`config.mk`:
```
export PLATFORM = sky130hd
export DESIGN_NAME = sliding_window_median
export DESIGN_NICKNAME = d
export VERILOG_FILES = /design/src/sv/swm_pkg.sv /design/src/sv/swm_ctrl.sv /design/src/sv/swm_datapath.sv /design/src/sv/sliding_window_median.sv
export SDC_FILE = /design/constraint.sdc
export NUM_CORES = 2
export LEC_CHECK = 0
export BUFFER_PORTS_ARGS = -buffer_cell sky130_fd_sc_hd__buf_2
export CAP_MARGIN = 20
export CORE_MARGIN = 2
export CORE_UTILIZATION = 25
export CTS_CLUSTER_DIAMETER = 100
export DETAILED_ROUTE_END_ITERATION = 12
export HOLD_SLACK_MARGIN = 0.02
export SLEW_MARGIN = 20
export SYNTH_ARGS = -nofsm -noshare
export SYNTH_HDL_FRONTEND = slang
export SYNTH_SLANG_ARGS = --single-unit
```
`constraint.sdc`:
```
create_clock -name clk -period 6.6 [get_ports clk]
set_input_delay 0.66 -clock clk [delete_from_list [all_inputs] [get_ports clk]]
set_output_delay 0.66 -clock clk [all_outputs]
set_load 0.005 [all_outputs]
```
`src/sv/swm_pkg.sv`:
```
// Package for the sliding window median block.
// Holds sizes, controller state type and controller/datapath command and status structs.
package swm_pkg;
	localparam int WINDOW_MAX = 64;
	localparam int AW = $clog2(WINDOW_MAX);
	localparam int KW = $clog2(WINDOW_MAX + 1);

	typedef enum logic [2:0] {
		ST_IDLE,
		ST_CHECK,
		ST_CREAD,
		ST_CLOAD,
		ST_SCAN,
		ST_DRAIN,
		ST_RANK,
		ST_FINISH
	} swm_state_t;

	typedef struct packed {
		logic accept;
		logic init;
		logic cread;
		logic cload;
		logic scan;
		logic rank;
		logic finish;
	} swm_cmd_t;

	typedef struct packed {
		logic full;
		logic last_i;
		logic last_j;
		logic out_free;
	} swm_status_t;
endpackage

```
`src/sv/swm_ctrl.sv`:
```
// Controller state machine for the sliding window median block.
// Depends on swm_pkg; drives swm_datapath through swm_cmd_t.
module swm_ctrl import swm_pkg::*; (
	input  logic        clk,
	input  logic        arst_n,
	input  logic        in_valid,
	output logic        in_ready,
	input  swm_status_t status,
	output swm_cmd_t    cmd
);
	swm_state_t state_q, state_d;

	always_ff @(posedge clk or negedge arst_n) begin
		if (!arst_n) state_q <= ST_IDLE;
		else state_q <= state_d;
	end

	always_comb begin
		state_d = state_q;
		case (state_q)
			ST_IDLE:   if (in_valid) state_d = ST_CHECK;
			ST_CHECK:  state_d = status.full ? ST_CREAD : ST_IDLE;
			ST_CREAD:  state_d = ST_CLOAD;
			ST_CLOAD:  state_d = ST_SCAN;
			ST_SCAN:   if (status.last_j) state_d = ST_DRAIN;
			ST_DRAIN:  state_d = ST_RANK;
			ST_RANK:   state_d = status.last_i ? ST_FINISH : ST_CREAD;
			ST_FINISH: if (status.out_free) state_d = ST_IDLE;
			default:   state_d = ST_IDLE;
		endcase
	end

	always_comb begin
		cmd = '0;
		in_ready = 1'b0;
		case (state_q)
			ST_IDLE: begin
				in_ready = 1'b1;
				cmd.accept = in_valid;
			end
			ST_CHECK:  cmd.init = 1'b1;
			ST_CREAD:  cmd.cread = 1'b1;
			ST_CLOAD:  cmd.cload = 1'b1;
			ST_SCAN:   cmd.scan = 1'b1;
			ST_RANK:   cmd.rank = 1'b1;
			ST_FINISH: cmd.finish = status.out_free;
			default:   cmd = '0;
		endcase
	end
endmodule

```
`src/sv/swm_datapath.sv`:
```
// Datapath for the sliding window median block: sample ring, rank counters, output register.
// Depends on swm_pkg; commanded by swm_ctrl.
module swm_datapath import swm_pkg::*; (
	input  logic               clk,
	input  logic               arst_n,
	input  swm_cmd_t           cmd,
	output swm_status_t        status,
	input  logic signed [31:0] sample,
	input  logic               start_req,
	input  logic               cfg_we,
	input  logic [6:0]         cfg_wdata,
	output logic signed [32:0] median_doubled,
	output logic               out_valid,
	input  logic               out_ready
);
	logic signed [31:0] mem [WINDOW_MAX];
	logic signed [31:0] rdata_q, cand_q, lo_q, hi_q;
	logic [AW-1:0] wp_q, wbase, raddr;
	logic [KW-1:0] fill_q, i_q, j_q, less_q, leq_q, ksz_q, k, rhi, rlo;
	logic cmp_valid_q, out_valid_q;
	logic signed [32:0] out_q;

	always_comb begin
		if (ksz_q == '0) k = KW'(1);
		else if (ksz_q > KW'(WINDOW_MAX)) k = KW'(WINDOW_MAX);
		else k = ksz_q;
	end
	assign rhi = k >> 1;
	assign rlo = rhi - KW'(1);
	assign wbase = start_req ? '0 : wp_q;
	assign raddr = wp_q - AW'(1) - (cmd.cread ? i_q[AW-1:0] : j_q[AW-1:0]);

	assign status.full = fill_q >= k;
	assign status.last_i = i_q == k - KW'(1);
	assign status.last_j = j_q == k - KW'(1);
	assign status.out_free = !out_valid_q || out_ready;

	always_ff @(posedge clk) begin
		if (cmd.accept) mem[wbase] <= sample;
		rdata_q <= mem[raddr];
	end

	always_ff @(posedge clk or negedge arst_n) begin
		if (!arst_n) begin
			wp_q <= '0;
			fill_q <= '0;
			ksz_q <= KW'(1);
			i_q <= '0;
			j_q <= '0;
			less_q <= '0;
			leq_q <= '0;
			cmp_valid_q <= 1'b0;
			out_valid_q <= 1'b0;
		end else begin
			if (cfg_we) ksz_q <= cfg_wdata;
			if (cmd.accept) begin
				wp_q <= wbase + AW'(1);
				if (start_req) fill_q <= KW'(1);
				else if (fill_q < KW'(WINDOW_MAX)) fill_q <= fill_q + KW'(1);
			end
			if (cmd.init) i_q <= '0;
			if (cmd.rank) i_q <= i_q + KW'(1);
			if (cmd.cload) begin
				j_q <= '0;
				less_q <= '0;
				leq_q <= '0;
			end
			if (cmd.scan) j_q <= j_q + KW'(1);
			cmp_valid_q <= cmd.scan;
			if (cmp_valid_q) begin
				if (rdata_q < cand_q) less_q <= less_q + KW'(1);
				if (rdata_q <= cand_q) leq_q <= leq_q + KW'(1);
			end
			if (cmd.finish) out_valid_q <= 1'b1;
			else if (out_ready) out_valid_q <= 1'b0;
		end
	end

	always_ff @(posedge clk) begin
		if (cmd.cload) cand_q <= rdata_q;
		if (cmd.rank) begin
			if (less_q <= rhi && rhi < leq_q) begin
				hi_q <= cand_q;
				if (k[0]) lo_q <= cand_q;
			end
			if (!k[0] && less_q <= rlo && rlo < leq_q) lo_q <= cand_q;
		end
		if (cmd.finish) out_q <= 33'(hi_q) + 33'(lo_q);
	end

	assign median_doubled = out_q;
	assign out_valid = out_valid_q;

`ifndef SYNTHESIS
	a_fill_max: assert property (@(posedge clk) disable iff (!arst_n)
		fill_q <= KW'(WINDOW_MAX)) else $error("fill count overflow");
	a_less_leq: assert property (@(posedge clk) disable iff (!arst_n)
		less_q <= leq_q) else $error("rank counts inconsistent");
	a_finish_valid: assert property (@(posedge clk) disable iff (!arst_n)
		cmd.finish |=> out_valid_q) else $error("result not presented");
	a_scan_cmp: assert property (@(posedge clk) disable iff (!arst_n)
		cmd.scan |=> cmp_valid_q) else $error("compare stage lost");
`endif
endmodule

```
`src/sv/sliding_window_median.sv`:
```
// Sliding window median filter, top level.
// Channels: input item (sample, start_req) on in_valid/in_ready; result
// (median_doubled, twice the median of the last window_size samples) on
// out_valid/out_ready; window_size written on cfg_valid/cfg_ready, always ready.
// An item is accepted only while the controller is idle. Start_req empties
// the window before the sample enters. No result is given until the window
// holds window_size samples (0 acts as 1, above 64 acts as 64).
// With window k, an item that gives no result ends at the fill check;
// else the rank scan reads the single sample ring read port once per
// compare, k compares for each of k candidates.
// The result waits in an output register; a new item is accepted while it
// waits, and the next result holds until the receiver takes the old one.
// Reset clears pointers, fill count and sets window_size to 1; the ring
// holds stale data that the fill count keeps from being read.
module sliding_window_median import swm_pkg::*; (
	input  logic               clk,
	input  logic               arst_n,
	input  logic               in_valid,
	output logic               in_ready,
	input  logic signed [31:0] sample,
	input  logic               start_req,
	output logic               out_valid,
	input  logic               out_ready,
	output logic signed [32:0] median_doubled,
	input  logic               cfg_valid,
	output logic               cfg_ready,
	input  logic [6:0]         window_size
);
	swm_cmd_t cmd;
	swm_status_t status;

	assign cfg_ready = 1'b1;

	swm_ctrl u_ctrl (
		.clk(clk), .arst_n(arst_n), .in_valid(in_valid), .in_ready(in_ready),
		.status(status), .cmd(cmd)
	);

	swm_datapath u_dp (
		.clk(clk), .arst_n(arst_n), .cmd(cmd), .status(status),
		.sample(sample), .start_req(start_req),
		.cfg_we(cfg_valid && cfg_ready), .cfg_wdata(window_size),
		.median_doubled(median_doubled), .out_valid(out_valid), .out_ready(out_ready)
	);
endmodule

```
### After elaboration in Yosys (flattened, before gate mapping)

Memory sizes are Yosys's and may differ from the RTL's. A register that Yosys moved wholly into a read port is not among the register bits.
Index checks and enable logic that the tools add are counted.

* add/subtract/negate cells: 11
* $lt $le $gt $ge: 9
* equal/unequal tests: 12
* muxes and demuxes: 37
* reductions and logical operators: 18

Operator list (count)
* 7-bit 2-to-1 mux: 14
* 32-bit 2-to-1 mux: 3
* 7-bit by 1-bit adder with 7-bit output, second input constant: 5
* 32-bit by 32-bit adder with 33-bit output: 1
* 32-bit less-or-equal comparator: 1
* 32-bit less-than comparator: 1
* 3-bit one-hot mux with 8 select lines: 1
* 7-bit == test: 2
* 3-bit == test, second input constant: 4
* 1-bit 2-to-1 mux: 12
* 3-bit 2-to-1 mux: 4
* 6-bit 2-to-1 mux: 2
* 2-bit nonzero test: 6
* 7-bit greater-or-equal comparator: 1
* 7-bit > comparator, second input constant: 1
* 7-bit by 6-bit less-or-equal comparator with 1-bit output: 1
* 7-bit less-or-equal comparator: 1
* 7-bit logical NOT: 1
* 6-bit by 7-bit less-than comparator with 1-bit output: 1
* 7-bit less-than comparator: 1
* 7-bit less-than comparator, second input constant: 1
* 6-bit by 1-bit subtractor with 7-bit output, second input constant: 1
* 7-bit by 1-bit subtractor with 7-bit output, second input constant: 1
* 6-bit by 1-bit adder with 6-bit output, second input constant: 1
* 13 further kinds: 20

* register bits after elaboration: 182
* RAM bits: 2048
* bits of input ports: 45
* output and inout port bits: 36
* memories: 1

Memories
* u_dp.mem: depth 64, width 32, read ports 1, clocked after Yosys merged registers in 1, write ports 1, line swm_datapath.sv:16 `logic signed [31:0] mem [WINDOW_MAX];`

### Longest topological paths before layout

* depth in word-level cells: 9
* gate-level depth with buffers: 15
* gate-level depth less buffers: 13

### Cells and area by module

From an unflattened synthesis, not the netlist that was laid out.

* cells, all modules: 4025
* area, all modules: 88939.0 sq um

By module, submodules not included
* swm_datapath: instances 1, cells an instance 3992, area an instance 88691.3 sq um, seq. area each 67265.8 sq um
* swm_ctrl: instances 1, cells an instance 31, area an instance 236.5 sq um, seq. area each 75.1 sq um
* sliding_window_median: instances 1, cells an instance 2, area an instance 11.3 sq um, seq. area each 0.0 sq um

### Least setup slack after synthesis

OpenSTA, ideal clock, no wires.

* path kind: reg2reg
* from: register u_dp.ksz_q[6]
* to: register u_dp.lo_q[0], enable pin
* library setup time: 0.470 ns
* data arrival time: 4.628 ns
* slack: 1.502 ns
* cell stages (with the launch flop): 13
* period minus slack after synthesis: 5.098 ns
* path through: dfrtp_1 -> inv_1 -> clkbuf_1 -> nand2_1 -> ha_1 -> nor2b_1 -> o21a_1 -> o21a_1 -> o21ai_0 -> nand2b_1 -> a21oi_1 -> o21ai_0 -> o31ai_1

* cells in the longest elaborated chain, start to end: 9

Ends and longest elaborated chain
* start, declared: line swm_datapath.sv:19 `logic [KW-1:0] fill_q, i_q, j_q, less_q, leq_q, ksz_q, k, rhi, rlo;`
* start signal, assigned: line swm_datapath.sv:55 `if (cfg_we) ksz_q <= cfg_wdata;`
* 7-bit > comparator: line swm_datapath.sv:25 `else if (ksz_q > KW'(WINDOW_MAX)) k = KW'(WINDOW_MAX);`
* 7-bit 2-to-1 mux: line swm_datapath.sv:25
* 7-bit 2-to-1 mux *: line swm_datapath.sv:24 `if (ksz_q == '0) k = KW'(1);`
* 6-bit by 1-bit subtractor with 7-bit output: line swm_datapath.sv:29 `assign rlo = rhi - KW'(1);`
* 7-bit less-or-equal comparator: line swm_datapath.sv:86 `if (!k[0] && less_q <= rlo && rlo < leq_q) lo_q <= cand_q;`
* 1-bit logical AND (2 in series): line swm_datapath.sv:86
* 2-bit nonzero test (no line)
* 3-bit AND reduction (no line) *
* end signal, assigned: line swm_datapath.sv:84 `if (k[0]) lo_q <= cand_q;`
* end signal, assigned: line swm_datapath.sv:86
* end, declared: line swm_datapath.sv:17 `logic signed [31:0] rdata_q, cand_q, lo_q, hi_q;`

Mark *: on every way between the ends. The rest lies on a longest branch, timed or not.
A chain may end at the register's enable or synchronous reset.

### Worst setup path in the final report

* from: register u_ctrl.state_q[1]
* to: register u_dp.rdata_q[28] (read register of u_dp.mem)

* cells in the longest elaborated chain, start to end: 4

Ends and longest elaborated chain
* start, declared: line swm_ctrl.sv:11 `swm_state_t state_q, state_d;`
* start signal, assigned: line swm_ctrl.sv:15 `else state_q <= state_d;`
* 3-bit by 2-bit == test with 1-bit output: line swm_ctrl.sv:36 `case (state_q)`
* 1-bit 2-to-1 mux: line swm_ctrl.sv:36
* 6-bit 2-to-1 mux: line swm_datapath.sv:31 `assign raddr = wp_q - AW'(1) - (cmd.cread ? i_q[AW-1:0] : j_q[AW-1:0]);`
* 6-bit subtractor: line swm_datapath.sv:31
* end, declared: line swm_datapath.sv:17

No other way between the ends.

==> results.txt <==
outcome = complete, no violations
Fin. Hold Viols = 0
initial antenna violation count = 19
Post-layout nets = 4490
Root Buffer = clkbuf_16
Post-Synth Simple-Gate Area = 1.96%
PD cells = 532 nW/um2
Clock transition at path regs = 70 ps
Final Util = 29.4%
area leader, netlist = edfxtp_1
main combinational cell family by area after synthesis = multiplexers
slew margin rel. = 22.2%
Final WS setup = 780 ps
Fill cells = 34388
Largest stage delay, worst path = 950 ps
VDD IR max = 0.522 mV
DRC = 0
critical path data required time = 7260 ps
WP buf/inv = 3
global-route wire length before repair = 330000 um
placed cell count = 8845
Crit path arrival time = 6480 ps
R2R Path Start = u_ctrl.state_q[1]
Post-synth EDFFs = 2177
f_max = 172 MHz
Top delay family on crit path = multiplexers
register area share after synthesis = 75.7%
Slew @ Worst Pin = 1160 ps
minimum clock period = 5820 ps
RSZ-0062 raised after global routing = no
TNS Setup = 0 ps
Synth Area in XOR/XNOR = 0.550%
Die ar. = 361000 um2
CP max-delay cell = a211oi_1
crit-path cells = inv_2 > nor3_4 > mux2i_1 > ha_4 > buf_4 > buf_4 > mux4_2 > mux4_2 > nor2b_1 > a211oi_1 > a21oi_1
Pleak = 32.7 nW
Avg Inst Size Synth = 22.1 um2
mux share of post-synthesis cell area = 16.8%
Crit Path Class = flip-flop to flip-flop
r2r setup slk = 780 ps
cells after synthesis = 4031
R2R Path End = u_dp.rdata_q[28]
CTS H-tree depth = 4
Ys Warns = 0
vias in the first global route = 43882
worst r2r path cells = 11
CTS Buf Count = 227
multi-input logic area = 21100 um2
crit path to = u_dp.rdata_q[28]
Mapped Nets = 4187
Post-Place Setup Slack = 776 ps
Max FO, Critical Path = 28
Final Slew Violations = 0
DIE WIDTH = 601 um
Synth Area in Compound Gates = 2.19%
Final period util = 88.2%
detailed placement HPWL = 134000 um
Reg area = 67300 um2
routed wire length = 232000 um
Worst setup SP type = flip-flop
antenna-violating nets left = 0
core area = 355000 um2
TritonCTS clock tree = built
largest buffer count on any clock path = 3
asr flop ratio synth = 2.34%
row cnt = 219
Max Cap Viol = 0
Die Ht = 601 um
Final Skew = 48.0 ps
largest net degree at the start of global routing = 65
Non-Filler Instances = 9290
CTS Sinks = 2262
endpoints failing setup = 0
Initial DRC Count = 4962
Worst Setup SP = u_ctrl.state_q[1]
mapped cell area = 89000 um2
num ports = 81
gp weighted congestion = 0.813
drt via density = 4.63
IO buf count = 79
via count = 43028
wire length per cell = 25.0 um
HP Class = input port to flip-flop
logic depth of the worst path, buffers included = 11
Post-synth top flop = edfxtp_1
DRT Pass-1 Iters = 5
share of cells above drive strength 1 = 29.6%
worst skew pair latency = 870 ps
top-area cell type share of the netlist area = 73.5%
Area Overhead vs Synth = 17.3%
Final Total Pwr = 55.5 mW
flops & latches, synth = 2262
synth top area cells = edfxtp_1 (73%), mux4_2 (16%), ha_1 (1.5%)
Worst Setup End Kind = flip-flop
Starting Density = 25.1%
GRT Overall Usage = 12.6%
Yosys cell types = 82
Post-Synth Adder-Cell Area = 1.58%
Remaining Overflow, GRT = 0
## Yosys cell counts, types with 7 or more instances
master / n
ha_1: 109
mux2i_1: 44
xnor2_1: 36
dfrtp_1: 52
nor4_1: 7
nor2b_1: 44
clkbuf_1: 92
a211oi_1: 40
nand2_1: 62
nand3_1: 31
nor2_1: 111
edfxtp_1: 2177
o31ai_1: 7
mux4_2: 640
a21o_1: 39
o21ai_0: 51
nand2b_1: 15
buf_1: 15
o21a_1: 21
xor2_1: 18
nand4_1: 21
dfxtp_1: 32
inv_1: 73
buf_2: 71
a21oi_1: 92
nor3_1: 23
nor3b_1: 7
mux2_2: 7
## worst reg2reg max path, cell delays in order, from the launching register on
cell      delay [ps]
dfrtp_1          600
inv_2            130
nor3_4           390
mux2i_1          450
ha_4             760
buf_4            600
buf_4            320
mux4_2           540
mux4_2           610
nor2b_1          190
a211oi_1         950
a21oi_1           70
## repair_timing
| action | 4_1_cts | 5_1_grt |
|---|---|---|
| gates resized for setup | 0 | 0 |
| hold buffers | 8 | 0 |
| buffers inserted | 0 | 0 |
| endpoints found under the hold margin | 59 | 0 |
## through the flow
| stage | hold WS, ps | cell area, um2 |
|---|---|---|
| after floorplan | 364 | 89000 |
| after global placement | 468 | 96600 |
| after detailed placement | 466 | 96700 |
| after CTS | 82.0 | 104000 |
| after global routing | 107 | 104000 |
| final | 144 | 104000 |
## state kept, by name, indices dropped and copies added, names as in the netlist
register / cells
u_dp.lo_q: 32
u_dp.wp_q: 6
u_dp.cmp_valid_q: 1
u_dp.less_q: 7
u_dp.i_q: 7
u_dp.fill_q: 7
u_dp.ksz_q: 7
u_dp.out_valid: 1
u_dp.hi_q: 32
u_dp.mem: 2048
u_dp.median_doubled: 33
u_dp.rdata_q: 32
u_dp.leq_q: 7
u_dp.cand_q: 32
u_dp.j_q: 7
u_ctrl.state_q: 3
## layout make-up
type                            count  share of cell area (%)
Timing Repair Buffer              259                    2.12
Tap cell                         4751                    5.70
Clock buffer                      281                    5.73
Inverter                           75                   0.270
Clock inverter                    148                    1.42
Multi-Input combinational cell   1509                    20.2
Antenna cell                        5                  0.0120
Sequential cell                  2262                    64.5
## metal layers
metal | track usage (%) | vias to the layer above | wire, um
met5 | 0 | - | 62
met3 | 2.03 | 317 | 15700
li1 | - | 17630 | -
met2 | 21.1 | 1609 | 116000
met4 | 3.36 | 10 | 5690
met1 | 16.9 | 23462 | 95300
## power breakdown
part | switching, mW | internal [mW]
Combinational | 14.0 | 11.9
Clock | 5.54 | 7.32
Sequential | 0.526 | 16.2
Total | 20.1 | 35.5
## worst min-delay path by stage
stage | from | to | cells after the start
finish | cfg_valid | u_dp.ksz_q[6] | 2
global route | out_ready | u_dp.out_valid | 3
CTS | cfg_valid | u_dp.ksz_q[6] | 2
detailed placement | u_dp.cand_q[12] | u_dp.lo_q[12] | 0
global placement | u_dp.cand_q[12] | u_dp.lo_q[12] | 0
floorplan | arst_n | u_ctrl.state_q[0] | 0
## placed cells by master (no fill, tap or decap), types with 7 or more instances in the layout
cell	n
a21o_1	39
xor2_1	18
clkinvlp_4	17
dlygate4sd3_1	8
o21ai_0	51
buf_12	25
a21oi_1	92
nand3_1	31
nor2_1	44
clkinv_1	44
bufinv_16	22
inv_1	73
dfrtp_1	52
mux2i_1	44
clkbuf_16	228
a211oi_1	36
nand2_1	62
nand4_1	21
nor2_4	64
nor2b_1	44
dfxtp_1	32
clkinv_2	44
clkbuf_8	8
xnor2_1	33
nor3_1	23
nor3b_1	7
buf_2	73
inv_6	8
nor4_1	7
ha_1	108
clkbuf_1	45
mux4_2	640
nand2b_1	15
o21a_1	21
buf_4	147
mux2_2	7
edfxtp_1	2177
## cell families after synthesis
family                     count (synthesis)
DFF                                     2262
buffers and inverters                    260
and+or+nand+nor                          352
adders and majority gates                111
AOI/OAI and AO/OA                        298
other                                      1
muxes                                    692
xor gates and xnor gates                  55
No activity file was read; power rests on OpenSTA's default activity.
